===== config.mk =====
export PLATFORM = sky130hd
export DESIGN_NAME = positional_list_table
export DESIGN_NICKNAME = d
export VERILOG_FILES = /design/src/rtl/pltab_pkg.sv /design/src/rtl/pltab_cell.sv /design/src/rtl/positional_list_table.sv
export VERILOG_INCLUDE_DIRS = /design/src /design/src/rtl
export SDC_FILE = /design/constraint.sdc
export NUM_CORES = 1
export LEC_CHECK = 0
export ABC_AREA = 1
export BUFFER_PORTS_ARGS = -buffer_cell sky130_fd_sc_hd__buf_2
export CAP_MARGIN = 40
export CORE_UTILIZATION = 50
export CTS_BUF_LIST = sky130_fd_sc_hd__clkbuf_8
export DETAILED_ROUTE_END_ITERATION = 6
export GPL_TIMING_DRIVEN = 0
export PLACE_DENSITY = 0.66
export RECOVER_POWER = 100
export REMOVE_ABC_BUFFERS = 1
export SLEW_MARGIN = 10
export SYNTH_ARGS = -nofsm -noshare
export SYNTH_HDL_FRONTEND = slang
export SYNTH_SLANG_ARGS = --single-unit

===== constraint.sdc =====
create_clock -name clk_i -period 8.1 [get_ports clk_i]
set_input_delay 1.62 -clock clk_i [delete_from_list [all_inputs] [get_ports clk_i]]
set_output_delay 1.62 -clock clk_i [all_outputs]
set_load 0.02 [all_outputs]

===== src/rtl/positional_list_table_macros.svh =====
// Assertion shorthands shared by the list table RTL.
// Each one samples on the rising clock edge and is silenced while reset is asserted.
`ifndef POSITIONAL_LIST_TABLE_MACROS_SVH
`define POSITIONAL_LIST_TABLE_MACROS_SVH

// The consequence must hold in the same cycle as the condition.
`define PLT_ASSERT_NOW(lbl, ante, cons, msg) \
  lbl: assert property (@(posedge clk_i) disable iff (!rst_ni) (ante) |-> (cons)) \
    else $error(msg);

// The consequence must hold in the cycle after the condition.
`define PLT_ASSERT_NEXT(lbl, ante, cons, msg) \
  lbl: assert property (@(posedge clk_i) disable iff (!rst_ni) (ante) |=> (cons)) \
    else $error(msg);

`endif


===== src/rtl/pltab_pkg.sv =====
package pltab_pkg;

  localparam int unsigned CAPACITY_DEF   = 16;
  localparam int unsigned DATA_WIDTH_DEF = 32;

  localparam int unsigned FUNC_W   = 2;
  localparam int unsigned POS_W    = 5;
  localparam int unsigned VALUE_W  = 32;
  localparam int unsigned STATUS_W = 2;
  localparam int unsigned FIDX_W   = 4;
  localparam int unsigned COUNT_W  = 5;

  typedef enum logic [FUNC_W-1:0] {
    FUNC_INSERT = 2'd0,
    FUNC_ERASE  = 2'd1,
    FUNC_FIND   = 2'd2,
    FUNC_READ   = 2'd3
  } func_e;

  typedef enum logic [STATUS_W-1:0] {
    STAT_OK        = 2'd0,
    STAT_BAD_POS   = 2'd1,
    STAT_FULL      = 2'd2,
    STAT_NOT_FOUND = 2'd3
  } status_e;

  // What every cell of the chain does in each cycle.
  typedef enum logic [1:0] {
    CELL_HOLD   = 2'd0,
    CELL_INSERT = 2'd1,
    CELL_ERASE  = 2'd2,
    CELL_ROTATE = 2'd3
  } cell_op_e;

  typedef struct packed {
    cell_op_e           op;
    logic [POS_W-1:0]   pos;
  } cell_cmd_t;

  typedef struct packed {
    func_e                      func;
    logic [POS_W-1:0]           position;
    logic signed [VALUE_W-1:0]  value;
  } req_t;

  typedef struct packed {
    status_e                    status;
    logic [FIDX_W-1:0]          found_index;
    logic signed [VALUE_W-1:0]  data_out;
    logic [COUNT_W-1:0]         count;
  } rsp_t;

endpackage


===== src/rtl/pltab_cell.sv =====
module pltab_cell
  import pltab_pkg::*;
#(
  parameter int unsigned CAPACITY   = CAPACITY_DEF,
  parameter int unsigned DATA_WIDTH = DATA_WIDTH_DEF,
  parameter int unsigned INDEX      = 0
) (
  input  logic                         clk_i,
  input  cell_cmd_t                    cmd_i,
  input  logic signed [DATA_WIDTH-1:0] value_i,
  input  logic signed [DATA_WIDTH-1:0] left_i,
  input  logic signed [DATA_WIDTH-1:0] right_i,
  output logic signed [DATA_WIDTH-1:0] data_o
);

  localparam int unsigned IdxW = $clog2(CAPACITY);
  localparam int unsigned CmpW = (IdxW > POS_W) ? IdxW : POS_W;
  localparam logic [CmpW-1:0] MyIdx = CmpW'(INDEX);

  logic signed [DATA_WIDTH-1:0] data_q, data_d;
  logic [CmpW-1:0]              pos;

  assign pos = CmpW'(cmd_i.pos);

  always_comb begin
    data_d = data_q;
    unique case (cmd_i.op)
      CELL_HOLD: begin
        data_d = data_q;
      end
      // open a gap at the position, take the left neighbour above it
      CELL_INSERT: begin
        if (MyIdx == pos) begin
          data_d = value_i;
        end else if (MyIdx > pos) begin
          data_d = left_i;
        end
      end
      // close the gap: take the right neighbour from the position up
      CELL_ERASE: begin
        if (MyIdx >= pos) begin
          data_d = right_i;
        end
      end
      CELL_ROTATE: begin
        data_d = right_i;
      end
      default: begin
        data_d = data_q;
      end
    endcase
  end

  always_ff @(posedge clk_i) begin
    data_q <= data_d;
  end

  assign data_o = data_q;

endmodule


===== src/rtl/positional_list_table.sv =====
// Insert and erase: result strobe in the cycle after the word is taken; busy stays low,
//   so a new word may be started in every cycle.
// Find and read: the cell chain rotates once round, one step per cell; the result shows
//   after the last step of the rotation, and the next start is taken in that same cycle.
// Reset (rst_ni low, asynchronous) empties the list and clears the strobe; the stored
//   words are not cleared. The receiver cannot stall: each result is valid one cycle.
`include "positional_list_table_macros.svh"

module positional_list_table
  import pltab_pkg::*;
#(
  parameter int unsigned CAPACITY   = CAPACITY_DEF,
  parameter int unsigned DATA_WIDTH = DATA_WIDTH_DEF
) (
  input  logic clk_i,
  input  logic rst_ni,
  input  logic start,
  output logic busy,
  input  req_t req_i,
  output logic done_o,
  output rsp_t rsp_o
);

  localparam int unsigned IdxW = $clog2(CAPACITY);
  localparam int unsigned CntW = $clog2(CAPACITY + 1);
  localparam int unsigned PosW = (CntW > POS_W) ? CntW : POS_W;
  localparam logic [IdxW-1:0] LastStep = IdxW'(CAPACITY - 1);
  localparam logic [CntW-1:0] FullCount = CntW'(CAPACITY);

  typedef enum logic [1:0] {
    ST_IDLE = 2'b01,
    ST_SCAN = 2'b10
  } state_e;

  state_e                        state_q, state_d;
  logic [CntW-1:0]               count_q, count_d;
  logic                          done_q, done_d;
  rsp_t                          rsp_q, rsp_d;
  logic [IdxW-1:0]               step_q, step_d;
  logic                          hit_q, hit_d;
  logic [IdxW-1:0]               found_q, found_d;
  logic signed [DATA_WIDTH-1:0]  data_q, data_d;
  logic signed [DATA_WIDTH-1:0]  key_q, key_d;
  logic [POS_W-1:0]              pos_q, pos_d;
  func_e                         func_q, func_d;

  logic                          accept;
  logic signed [DATA_WIDTH-1:0]  value_w;
  logic [PosW-1:0]               pos_w, cnt_w, scan_pos_w;
  logic                          ins_bad, ers_bad, full, ins_ok, ers_ok;
  logic                          match, hit_now;
  logic [IdxW-1:0]               found_now;
  logic signed [DATA_WIDTH-1:0]  head, data_now;
  cell_cmd_t                     cmd;
  logic signed [DATA_WIDTH-1:0]  cell_data [CAPACITY];

  // ---------------------------------------------------------------------------
  // Request decode. The word is narrowed or sign-extended to the stored width.
  // ---------------------------------------------------------------------------
  assign busy    = (state_q == ST_SCAN);
  assign accept  = start & ~busy;
  assign value_w = DATA_WIDTH'(req_i.value);
  assign pos_w   = PosW'(req_i.position);
  assign cnt_w   = PosW'(count_q);
  assign full    = (count_q == FullCount);
  // insert may land one past the last entry (append); erase and read may not
  assign ins_bad = (pos_w > cnt_w);
  assign ers_bad = (pos_w >= cnt_w);
  assign ins_ok  = accept && (req_i.func == FUNC_INSERT) && !ins_bad && !full;
  assign ers_ok  = accept && (req_i.func == FUNC_ERASE) && !ers_bad;

  // ---------------------------------------------------------------------------
  // Chain command, broadcast to every cell. While scanning the whole chain
  // rotates towards cell 0, so entry k sits in cell 0 at scan step k and the
  // list is back in order after CAPACITY steps.
  // ---------------------------------------------------------------------------
  always_comb begin
    cmd.pos = req_i.position;
    if (busy) begin
      cmd.op = CELL_ROTATE;
    end else if (ins_ok) begin
      cmd.op = CELL_INSERT;
    end else if (ers_ok) begin
      cmd.op = CELL_ERASE;
    end else begin
      cmd.op = CELL_HOLD;
    end
  end

  for (genvar i = 0; i < CAPACITY; i++) begin : g_chain
    logic signed [DATA_WIDTH-1:0] left, right;
    if (i == 0) begin : g_first
      assign left = value_w;
    end else begin : g_inner_l
      assign left = cell_data[i-1];
    end
    // the last cell wraps round to cell 0 for the rotation
    if (i == CAPACITY - 1) begin : g_last
      assign right = cell_data[0];
    end else begin : g_inner_r
      assign right = cell_data[i+1];
    end

    pltab_cell #(
      .CAPACITY   (CAPACITY),
      .DATA_WIDTH (DATA_WIDTH),
      .INDEX      (i)
    ) u_cell (
      .clk_i   (clk_i),
      .cmd_i   (cmd),
      .value_i (value_w),
      .left_i  (left),
      .right_i (right),
      .data_o  (cell_data[i])
    );
  end

  // ---------------------------------------------------------------------------
  // Scan: watch cell 0 as the chain goes round. Find keeps the first match
  // below the count; read keeps the word seen at the requested step.
  // ---------------------------------------------------------------------------
  assign head       = cell_data[0];
  assign scan_pos_w = PosW'(pos_q);
  assign match      = (head == key_q) && (CntW'(step_q) < count_q);
  assign hit_now    = hit_q | match;
  assign found_now  = hit_q ? found_q : step_q;
  assign data_now   = (PosW'(step_q) == scan_pos_w) ? head : data_q;

  always_comb begin
    state_d = state_q;
    count_d = count_q;
    done_d  = 1'b0;
    rsp_d   = rsp_q;
    step_d  = step_q;
    hit_d   = hit_q;
    found_d = found_q;
    data_d  = data_q;
    key_d   = key_q;
    pos_d   = pos_q;
    func_d  = func_q;

    unique case (state_q)
      ST_IDLE: begin
        if (accept) begin
          rsp_d.status      = STAT_OK;
          rsp_d.found_index = '0;
          rsp_d.data_out    = '0;
          unique case (req_i.func) inside
            FUNC_INSERT: begin
              done_d = 1'b1;
              if (ins_bad) begin
                rsp_d.status = STAT_BAD_POS;
              end else if (full) begin
                rsp_d.status = STAT_FULL;
              end else begin
                count_d = count_q + 1'b1;
              end
            end
            FUNC_ERASE: begin
              done_d = 1'b1;
              if (ers_bad) begin
                rsp_d.status = STAT_BAD_POS;
              end else begin
                count_d = count_q - 1'b1;
              end
            end
            FUNC_FIND, FUNC_READ: begin
              // hold the request and start the rotation
              state_d = ST_SCAN;
              step_d  = '0;
              hit_d   = 1'b0;
              found_d = '0;
              data_d  = '0;
              key_d   = value_w;
              pos_d   = req_i.position;
              func_d  = req_i.func;
            end
            default: begin
              done_d = 1'b1;
            end
          endcase
          rsp_d.count = COUNT_W'(count_d);
        end
      end
      ST_SCAN: begin
        hit_d   = hit_now;
        found_d = found_now;
        data_d  = data_now;
        step_d  = step_q + 1'b1;
        if (step_q == LastStep) begin
          state_d           = ST_IDLE;
          done_d            = 1'b1;
          rsp_d.count       = COUNT_W'(count_q);
          rsp_d.status      = STAT_OK;
          rsp_d.found_index = '0;
          rsp_d.data_out    = '0;
          if (func_q == FUNC_FIND) begin
            if (hit_now) begin
              rsp_d.found_index = FIDX_W'(found_now);
            end else begin
              rsp_d.status = STAT_NOT_FOUND;
            end
          end else if (scan_pos_w >= PosW'(count_q)) begin
            rsp_d.status = STAT_BAD_POS;
          end else begin
            rsp_d.data_out = VALUE_W'(data_now);
          end
        end
      end
      default: begin
        state_d = ST_IDLE;
      end
    endcase
  end

  // control state
  always_ff @(posedge clk_i or negedge rst_ni) begin
    if (!rst_ni) begin
      state_q <= ST_IDLE;
      count_q <= '0;
      done_q  <= 1'b0;
      step_q  <= '0;
      hit_q   <= 1'b0;
    end else begin
      state_q <= state_d;
      count_q <= count_d;
      done_q  <= done_d;
      step_q  <= step_d;
      hit_q   <= hit_d;
    end
  end

  // payload
  always_ff @(posedge clk_i) begin
    rsp_q   <= rsp_d;
    found_q <= found_d;
    data_q  <= data_d;
    key_q   <= key_d;
    pos_q   <= pos_d;
    func_q  <= func_d;
  end

  assign done_o = done_q;
  assign rsp_o  = rsp_q;

  // ---------------------------------------------------------------------------
  // Checks
  // ---------------------------------------------------------------------------
  `PLT_ASSERT_NOW(a_count_bound, 1'b1, count_q <= FullCount, "count above capacity")
  `PLT_ASSERT_NEXT(a_insert_grows, ins_ok, count_q == $past(count_q) + 1'b1,
                   "insert did not grow the count")
  `PLT_ASSERT_NEXT(a_scan_ends, (state_q == ST_SCAN) && (step_q == LastStep),
                   done_q && (state_q == ST_IDLE), "scan did not end with a result")
  `PLT_ASSERT_NOW(a_no_strobe_in_scan, state_q == ST_SCAN, !done_q,
                  "result strobe while scanning")
  `PLT_ASSERT_NOW(a_busy_drop, $fell(busy), done_q, "busy fell without a result")

endmodule

==> results of run 1 <==
[flip-flops by register name, summed over array words and instances, names as in the netlist]
register and cells:
g_chain.u_cell.data_o 512, rsp_o 43, data_q 32, key_q 32, cnt_w 5, pos_q 5, found_q 4, step_q 4
func_q 2, state_q 2, done_o 1, hit_q 1
[cells in the final DEF (no fill, tap or decap), types with 34 or more instances in the layout]
cell / Yosys / final
sky130_fd_sc_hd__a21oi_1: 35 / 34
sky130_fd_sc_hd__clkbuf_1: 112 / 95
sky130_fd_sc_hd__clkbuf_8: 0 / 109
sky130_fd_sc_hd__clkinv_1: 1 / 35
sky130_fd_sc_hd__edfxtp_1: 630 / 630
sky130_fd_sc_hd__inv_1: 133 / 178
sky130_fd_sc_hd__nand2_1: 2047 / 2040
sky130_fd_sc_hd__nand3_1: 46 / 42
sky130_fd_sc_hd__nor2_1: 122 / 123
sky130_fd_sc_hd__o211ai_1: 52 / 52
sky130_fd_sc_hd__o21ai_0: 496 / 510
[per-stage QoR]
step                TNS [ps]  power [mW]  cell area [um2]   util
floorplan           -3237710        7.43            31900      -
global placement    -9990890        8.54            33400  0.508
detailed placement         0        8.33            34600  0.526
CTS                        0        11.0            36500  0.556
global route               0        11.6            36200  0.550
finish                     0        10.9            36200  0.550
[worst min path at each step]
stage / startpoint / to / slack (ps)
finish: g_chain[15].u_cell.data_o[15] / g_chain[14].u_cell.data_o[15] / 510
floorplan: state_q[0] / state_q[0] / 490
detailed placement: g_chain[15].u_cell.data_o[7] / g_chain[14].u_cell.data_o[7] / 500
CTS: g_chain[15].u_cell.data_o[15] / g_chain[14].u_cell.data_o[15] / 510
global placement: g_chain[15].u_cell.data_o[31] / g_chain[14].u_cell.data_o[31] / 500
global route: g_chain[15].u_cell.data_o[24] / g_chain[14].u_cell.data_o[24] / 530
[kinds of logic after synthesis]
group | count (synthesis) | share of synthesized area
fa+ha+maj | 18 | 0.00678
flops | 643 | 0.579
buf+inv | 408 | 0.0563
compound gates | 603 | 0.0953
xor+xnor | 16 | 0.00422
simple gates | 2242 | 0.258
[worst register-to-register path: cells and delay by family (launching register included)]
| kind | cells | cell delay [ps] |
|---|---|---|
| flops | 1 | 520 |
| simple gates | 4 | 1580 |
| buf+inv | 6 | 3150 |
| fa+ha+maj | 1 | 480 |
[power by group through the flow]
stage / clock network (mW) / registers (mW) / logic (mW)
after global placement: 0 / 5.01 / 3.53
after floorplan: 0 / 5.02 / 2.40
after detailed placement: 0 / 4.97 / 3.36
after CTS: 2.74 / 4.91 / 3.38
final: 2.70 / 4.93 / 3.28
after global routing: 2.88 / 4.99 / 3.69
[layout make-up]
class                   count  share of cell area
inverters                 143              0.0151
clock buffers             109              0.0415
diodes                      2            0.000138
multi-input cells        2879               0.339
flip-flops and latches    643               0.532
repair buffers            136              0.0304
clock inverters            92              0.0123
well taps                 864              0.0299
[routing by layer]
| layer | vias up | track usage | part of all wire |
|---|---|---|---|
| li1 | 12872 | - | - |
| met1 | 12771 | 0.375 | 0.43 |
| met2 | 1022 | 0.438 | 0.46 |
| met3 | 149 | 0.0452 | 0.079 |
| met4 | 0 | 0.0874 | 0.023 |
| met5 | - | 0 | 0 |
==> impl_metrics.xml, run 1 <==
<?xml version="1.0" encoding="UTF-8"?>
<metrics>
  <group name="outcome">
    <metric name="result_of_the_run" unit="">complete, but fails checks</metric>
    <metric name="failed_checks" unit="">DRC, capacitance limit, slew limit</metric>
  </group>
  <group name="power">
    <metric name="switching_share" unit="">0.369</metric>
    <metric name="p_leak" unit="nW">15.8</metric>
    <metric name="p_int" unit="mW">6.89</metric>
    <metric name="power.sequential.fraction" unit="">0.452</metric>
    <metric name="total_switching_power" unit="mW">4.02</metric>
    <metric name="power_per_cell_area" unit="nW/um2">302</metric>
    <metric name="share_clk_of_total_power" unit="">0.248</metric>
    <metric name="combinationalPowerShare" unit="">0.301</metric>
    <metric name="vdd_drop_max" unit="mV">0.167</metric>
  </group>
  <group name="clocking">
    <metric name="tritoncts_num_sinks" unit="">643</metric>
    <metric name="path_clk_slew" unit="ps">60</metric>
    <metric name="tritoncts" unit="">done</metric>
    <metric name="cts_setup_buffers" unit="">0</metric>
    <metric name="cts_made_buffers" unit="">108</metric>
    <metric name="clock_tree.root_cell" unit="">sky130_fd_sc_hd__clkbuf_8</metric>
    <metric name="max-clock-path-buffers" unit="">3</metric>
    <metric name="cts_hold_buffers_added" unit="">0</metric>
    <metric name="cts_htree_levels" unit="">3</metric>
    <metric name="clock_latency" unit="ps">750</metric>
    <metric name="cts_resized" unit="">0</metric>
  </group>
  <group name="worst_setup_path">
    <metric name="crit_chain" unit="">clkbuf_1 -&gt; inv_1 -&gt; ha_1 -&gt; nand2_1 -&gt; nand2_1 -&gt; nand4_1 -&gt; nand3_1 -&gt; nand2_1 -&gt; inv_1 -&gt; clkbuf_1</metric>
    <metric name="rrSetupSlack" unit="ps">2030</metric>
    <metric name="crit_path_end" unit="">g_chain[14].u_cell.data_o[14]</metric>
    <metric name="cp-end-kind" unit="">flop</metric>
    <metric name="crit_path_max_incr_delay" unit="ps">1500</metric>
    <metric name="number_of_cells_on_the_worst_reg_to_reg_path" unit="">11</metric>
    <metric name="critical_path_depth" unit="">10</metric>
    <metric name="slowest_stage" unit="">sky130_fd_sc_hd__clkbuf_1</metric>
    <metric name="worst_path_most_repeated_cell" unit="">sky130_fd_sc_hd__nand2_1</metric>
    <metric name="crit-reg2reg-capture" unit="">data_q[1]</metric>
    <metric name="critical_path_required" unit="ps">8390</metric>
    <metric name="crit_path_start" unit="">req_i[32]</metric>
    <metric name="worstReg2RegStart" unit="">state_q[0]</metric>
    <metric name="timing.critical_path.buf_inv" unit="">4</metric>
    <metric name="setup.worst_path.class" unit="">in2reg</metric>
    <metric name="timing.critical_path.max_delay_family" unit="">buffers and inverters</metric>
    <metric name="worstSetupStartpointType" unit="">input pin</metric>
    <metric name="maximum_net_fanout_on_the_critical_path" unit="">19</metric>
    <metric name="worst-endpoint-arrival" unit="ps">6850</metric>
  </group>
  <group name="synth">
    <metric name="synthTopCellsByArea" unit="">sky130_fd_sc_hd__edfxtp_1 57%, sky130_fd_sc_hd__nand2_1 23%, sky130_fd_sc_hd__o21ai_0 7.5%</metric>
    <metric name="synth_seq_cells" unit="">643</metric>
    <metric name="yosys_warnings" unit="">0</metric>
    <metric name="ys_async_sr_fraction" unit="">0.0202</metric>
    <metric name="synth_largest_type_area_fraction" unit="">0.569</metric>
    <metric name="synth_commonest_cells" unit="">2047 x sky130_fd_sc_hd__nand2_1, 630 x sky130_fd_sc_hd__edfxtp_1, 496 x sky130_fd_sc_hd__o21ai_0</metric>
    <metric name="yosysSeqAreaShare" unit="">0.579</metric>
    <metric name="synth_edf_count" unit="">630</metric>
    <metric name="synthFlopType" unit="">sky130_fd_sc_hd__edfxtp_1</metric>
    <metric name="syn-mean-instance-area" unit="um2">8.46</metric>
    <metric name="syn_area" unit="um2">33200</metric>
    <metric name="post_synth_inst_count" unit="">3930</metric>
    <metric name="most_frequent_cell_after_synthesis" unit="">sky130_fd_sc_hd__nand2_1</metric>
    <metric name="cell_type_with_the_highest_aggregate_area_in_the_netlist" unit="">sky130_fd_sc_hd__edfxtp_1</metric>
    <metric name="netlist-cell-type-count" unit="">38</metric>
  </group>
  <group name="drt">
    <metric name="detailroute.via_count" unit="">26814</metric>
    <metric name="remaining_drc_errors" unit="">1</metric>
    <metric name="detailed_router_s_first_iteration_violation_count" unit="">2992</metric>
    <metric name="avgRoutedWirePerCell" unit="um">18.9</metric>
    <metric name="route.detailed.vias_per_inst" unit="">5.51</metric>
    <metric name="route.antenna.remaining_nets" unit="">0</metric>
    <metric name="routed_wirelength" unit="um">92100</metric>
    <metric name="drt-pass1-iter-count" unit="">7</metric>
  </group>
  <group name="run">
    <metric name="drv_cap" unit="">10</metric>
  </group>
  <group name="die">
    <metric name="num_rows" unit="">94</metric>
    <metric name="die_width" unit="um">260</metric>
    <metric name="die_h" unit="um">260</metric>
    <metric name="start_util" unit="">0.506</metric>
    <metric name="count_of_boundary_i_o_pins" unit="">87</metric>
    <metric name="die_area" unit="um2">67500</metric>
    <metric name="core-area" unit="um2">65700</metric>
  </group>
  <group name="worst_hold_path">
    <metric name="worst_hold_path.num_cells" unit="">2</metric>
    <metric name="timing.hold.worst.class" unit="">reg2reg</metric>
  </group>
  <group name="sta">
    <metric name="period_needed" unit="ps">6570</metric>
    <metric name="worst-slew-pin-transition" unit="ps">2600</metric>
    <metric name="grt_setup_unrepaired" unit="">false</metric>
    <metric name="largest_clock_skew_in_the_final_design" unit="ps">46.2</metric>
    <metric name="drv_slew" unit="">213</metric>
    <metric name="fin_worst_hold_slack" unit="ps">506</metric>
    <metric name="setup-violations-final" unit="">0</metric>
    <metric name="finalHoldViolCount" unit="">0</metric>
    <metric name="final.period_utilization" unit="">0.811</metric>
    <metric name="worst_slack" unit="ps">1530</metric>
    <metric name="clock.fmax" unit="GHz">0.152</metric>
    <metric name="maxSlewHeadroom" unit="">-0.736</metric>
  </group>
  <group name="global_routing">
    <metric name="grt_start_max_net_pins" unit="">154</metric>
    <metric name="grt_overflow_total" unit="">0</metric>
    <metric name="via_count_of_the_first_global_routing_pass" unit="">24369</metric>
    <metric name="global_route_wire_length_before_repair" unit="um">141000</metric>
    <metric name="antenna_found_initial" unit="">2</metric>
    <metric name="globalRouteTotalUtil" unit="">0.272</metric>
  </group>
  <group name="cells_and_area">
    <metric name="multiInputGateArea" unit="um2">12300</metric>
    <metric name="layout.nets" unit="">3971</metric>
    <metric name="seqCellArea" unit="um2">19200</metric>
    <metric name="final-instance-count-excl-fill" unit="">4868</metric>
    <metric name="post_route_cells_drive_above_1_share" unit="">0.0492</metric>
    <metric name="final.fill_count" unit="">6012</metric>
    <metric name="synthToLayoutAreaGrowth" unit="%">8.85</metric>
  </group>
  <group name="placed_design">
    <metric name="post-place-ws" unit="ps">2530</metric>
    <metric name="place.gp.congestion" unit="">0.826</metric>
    <metric name="numPortBuffers" unit="">86</metric>
    <metric name="dpl_cells" unit="">4665</metric>
    <metric name="dp_hpwl" unit="um">55200</metric>
  </group>
</metrics>
(Power assumes the default switching activity.)
==> run 2: changes to the inputs <==
--- a/config.mk
+++ b/config.mk
@@ -13,7 +13,7 @@
 export CTS_BUF_LIST = sky130_fd_sc_hd__clkbuf_8
 export DETAILED_ROUTE_END_ITERATION = 6
 export GPL_TIMING_DRIVEN = 0
-export PLACE_DENSITY = 0.66
+export PLACE_DENSITY = 0.69
 export RECOVER_POWER = 100
 export REMOVE_ABC_BUFFERS = 1
 export SLEW_MARGIN = 10
==> constraint.sdc (replaced) <==
create_clock -name clk_i -period 5.3 [get_ports clk_i]
set_input_delay 1.06 -clock clk_i [delete_from_list [all_inputs] [get_ports clk_i]]
set_output_delay 1.06 -clock clk_i [all_outputs]
set_load 0.02 [all_outputs]
==> run 2 against run 1 <==
Compared with the run above:
- the run ends with capacitance limit, slew limit left
- sequential power rose by 53%
- clock skew is essentially flat
- via count is 0.23% lower
==> impl_metrics.xml, run 2 (synthesized netlist as in run 1, its figures left out) <==
<?xml version="1.0" encoding="UTF-8"?>
<metrics>
  <group name="outcome">
    <metric name="result_of_the_run" unit="">complete, but fails checks</metric>
    <metric name="failed_checks" unit="">capacitance limit, slew limit</metric>
  </group>
  <group name="die">
    <metric name="start_util" unit="">0.506</metric>
    <metric name="die_area" unit="um2">67500</metric>
    <metric name="count_of_boundary_i_o_pins" unit="">87</metric>
    <metric name="num_rows" unit="">94</metric>
    <metric name="die_width" unit="um">260</metric>
    <metric name="core-area" unit="um2">65700</metric>
    <metric name="die_h" unit="um">260</metric>
  </group>
  <group name="global_routing">
    <metric name="grt_start_max_net_pins" unit="">141</metric>
    <metric name="global_route_wire_length_before_repair" unit="um">139000</metric>
    <metric name="grt_overflow_total" unit="">0</metric>
    <metric name="antenna_found_initial" unit="">4</metric>
    <metric name="globalRouteTotalUtil" unit="">0.268</metric>
    <metric name="via_count_of_the_first_global_routing_pass" unit="">24100</metric>
  </group>
  <group name="cells_and_area">
    <metric name="final.fill_count" unit="">5931</metric>
    <metric name="seqCellArea" unit="um2">19200</metric>
    <metric name="post_route_cells_drive_above_1_share" unit="">0.0545</metric>
    <metric name="largest_reg_flops" unit="">512</metric>
    <metric name="synthToLayoutAreaGrowth" unit="%">8.30</metric>
    <metric name="layout_commonest_cell" unit="">sky130_fd_sc_hd__nand2_1</metric>
    <metric name="final-instance-count-excl-fill" unit="">4862</metric>
    <metric name="multiInputGateArea" unit="um2">12300</metric>
    <metric name="layout.nets" unit="">3971</metric>
    <metric name="leading_cell_types_in_the_layout_fill_and_taps_excluded" unit="">2041 x sky130_fd_sc_hd__nand2_1, 630 x sky130_fd_sc_hd__edfxtp_1, 510 x sky130_fd_sc_hd__o21ai_0, 162 x sky130_fd_sc_hd__inv_1, 123 x sky130_fd_sc_hd__nor2_1</metric>
  </group>
  <group name="placed_design">
    <metric name="place.gp.congestion" unit="">0.820</metric>
    <metric name="numPortBuffers" unit="">86</metric>
    <metric name="dp_hpwl" unit="um">53700</metric>
    <metric name="dpl_cells" unit="">4664</metric>
  </group>
  <group name="sta">
    <metric name="largest_clock_skew_in_the_final_design" unit="ps">46.4</metric>
    <metric name="finalHoldViolCount" unit="">0</metric>
    <metric name="setup-violations-final" unit="">0</metric>
    <metric name="final.period_utilization" unit="">0.949</metric>
    <metric name="maxSlewHeadroom" unit="">-0.548</metric>
    <metric name="worst-slew-pin-transition" unit="ps">2320</metric>
    <metric name="clock.fmax" unit="GHz">0.199</metric>
    <metric name="drv_slew" unit="">118</metric>
    <metric name="grt_setup_unrepaired" unit="">false</metric>
    <metric name="period_needed" unit="ps">5030</metric>
    <metric name="setup-tns-final" unit="ps">0</metric>
  </group>
  <group name="clocking">
    <metric name="cts_htree_levels" unit="">3</metric>
    <metric name="path_clk_slew" unit="ps">60</metric>
    <metric name="tritoncts" unit="">done</metric>
    <metric name="tritoncts_num_sinks" unit="">643</metric>
    <metric name="cts_hold_buffers_added" unit="">0</metric>
    <metric name="cts_made_buffers" unit="">109</metric>
    <metric name="clock_tree.root_cell" unit="">sky130_fd_sc_hd__clkbuf_8</metric>
    <metric name="max-clock-path-buffers" unit="">3</metric>
    <metric name="clock_latency" unit="ps">730</metric>
  </group>
  <group name="power">
    <metric name="share_clk_of_total_power" unit="">0.249</metric>
    <metric name="total_switching_power" unit="mW">6.13</metric>
    <metric name="p_leak" unit="nW">15.7</metric>
    <metric name="switching_share" unit="">0.369</metric>
    <metric name="power_per_cell_area" unit="nW/um2">462</metric>
    <metric name="combinationalPowerShare" unit="">0.298</metric>
    <metric name="p_int" unit="mW">10.5</metric>
    <metric name="power.sequential.fraction" unit="">0.453</metric>
    <metric name="vdd_drop_max" unit="mV">0.299</metric>
  </group>
  <group name="drt">
    <metric name="met3WireLength" unit="um">7810</metric>
    <metric name="remaining_drc_errors" unit="">0</metric>
    <metric name="top_layer_used" unit="">met5</metric>
    <metric name="met2WireLength" unit="um">41500</metric>
    <metric name="route.antenna.remaining_nets" unit="">0</metric>
    <metric name="route.detailed.vias_per_inst" unit="">5.50</metric>
    <metric name="drt-pass1-iter-count" unit="">6</metric>
    <metric name="drt-met1-wl" unit="um">39100</metric>
    <metric name="detailed_router_s_first_iteration_violation_count" unit="">3058</metric>
    <metric name="routed_wirelength" unit="um">91100</metric>
    <metric name="avgRoutedWirePerCell" unit="um">18.7</metric>
    <metric name="detailroute.via_count" unit="">26753</metric>
  </group>
  <group name="worst_setup_path">
    <metric name="worstReg2RegStart" unit="">state_q[0]</metric>
    <metric name="maximum_net_fanout_on_the_critical_path" unit="">56</metric>
    <metric name="critical_path_required" unit="ps">5600</metric>
    <metric name="cp-end-kind" unit="">flop</metric>
    <metric name="setup.worst_path.class" unit="">reg2reg</metric>
    <metric name="crit_chain" unit="">inv_1 -&gt; ha_1 -&gt; inv_6 -&gt; nand2_1 -&gt; nor2_1 -&gt; inv_1 -&gt; nor2_1 -&gt; clkbuf_1</metric>
    <metric name="worst-endpoint-arrival" unit="ps">5330</metric>
    <metric name="crit_path_start" unit="">state_q[0]</metric>
    <metric name="crit_path_max_incr_delay" unit="ps">1250</metric>
    <metric name="slowest_stage" unit="">sky130_fd_sc_hd__clkbuf_1</metric>
    <metric name="worstSetupStartpointType" unit="">flop</metric>
  </group>
  <group name="run">
    <metric name="drv_cap" unit="">2</metric>
  </group>
  <group name="worst_hold_path">
    <metric name="timing.hold.worst.class" unit="">in2async</metric>
  </group>
</metrics>
-- run 2: cell types whose count changed in the layout (fill, tap and decap cells not counted), sizes merged --
cell / change
clkinvlp: +1
clkbuf: +7
inv: -17
diode: -1
clkinv: +11
buf: -7
-- run 2: power groups by stage --
stage                     clock network [mW]  logic (mW)  registers [mW]
final                                   4.14        4.96            7.52
after global routing                    4.41        5.56            7.61
after CTS                               4.20        5.15            7.49
after detailed placement                   0        5.13            7.58
after global placement                     0        4.84            7.55
after floorplan                            0        3.67            7.68
-- run 2: final timing paths --
kind	slack [ps]	end	cells past startpoint
max	270	key_q[26]	8
min	390	done_o	1
max reg2reg	270	key_q[26]	8
min reg2reg	520	g_chain[14].u_cell.data_o[8]	2
max in group asynchronous	4420	cnt_w[1]	1
min in group clk_i	520	g_chain[14].u_cell.data_o[8]	2
-- run 2: routing by layer --
metal  up-vias  global-route usage
met3       182              0.0399
met2      1111               0.416
met4         4               0.102
met1     12609               0.380
met5         -                   0
li1      12847                   -
-- run 2: critical path, delay by kind of cell, from the launching register on --
family / cells / cell delay (ps)
flip-flops: 1 / 530
adder cells (fa/ha/maj): 1 / 480
AND/OR/NAND/NOR: 3 / 1410
buffers and inverters: 4 / 2160
-- run 2: metrics by stage --
step,total power [mW],hold slack (ps),worst slack (ps),util,cell area (um2)
2_1_floorplan,11.3,491,-9150,-,31900
3_3_place_gp,12.4,501,-23100,0.508,33400
4_1_cts,16.8,199,186,0.556,36500
3_5_place_dp,12.7,512,57.2,0.526,34600
5_1_grt,17.6,439,159,0.548,36000
6_report,16.6,390,268,0.548,36000
-- run 2: timing repair --
action,CTS,global route
hold endpoints to repair,0,0
buffers inserted,0,0
setup endpoints to repair,0,18
resized for setup,0,1
-- run 2: final cells by class --
cell class | count | share of cell area
clock inverter | 87 | 0.0116
antenna | 1 | 0.0000695
inverter | 143 | 0.0153
clock buffer | 110 | 0.0421
multi-input combinational | 2879 | 0.340
sequential | 643 | 0.535
tap | 864 | 0.0300
timing repair buffer | 135 | 0.0260
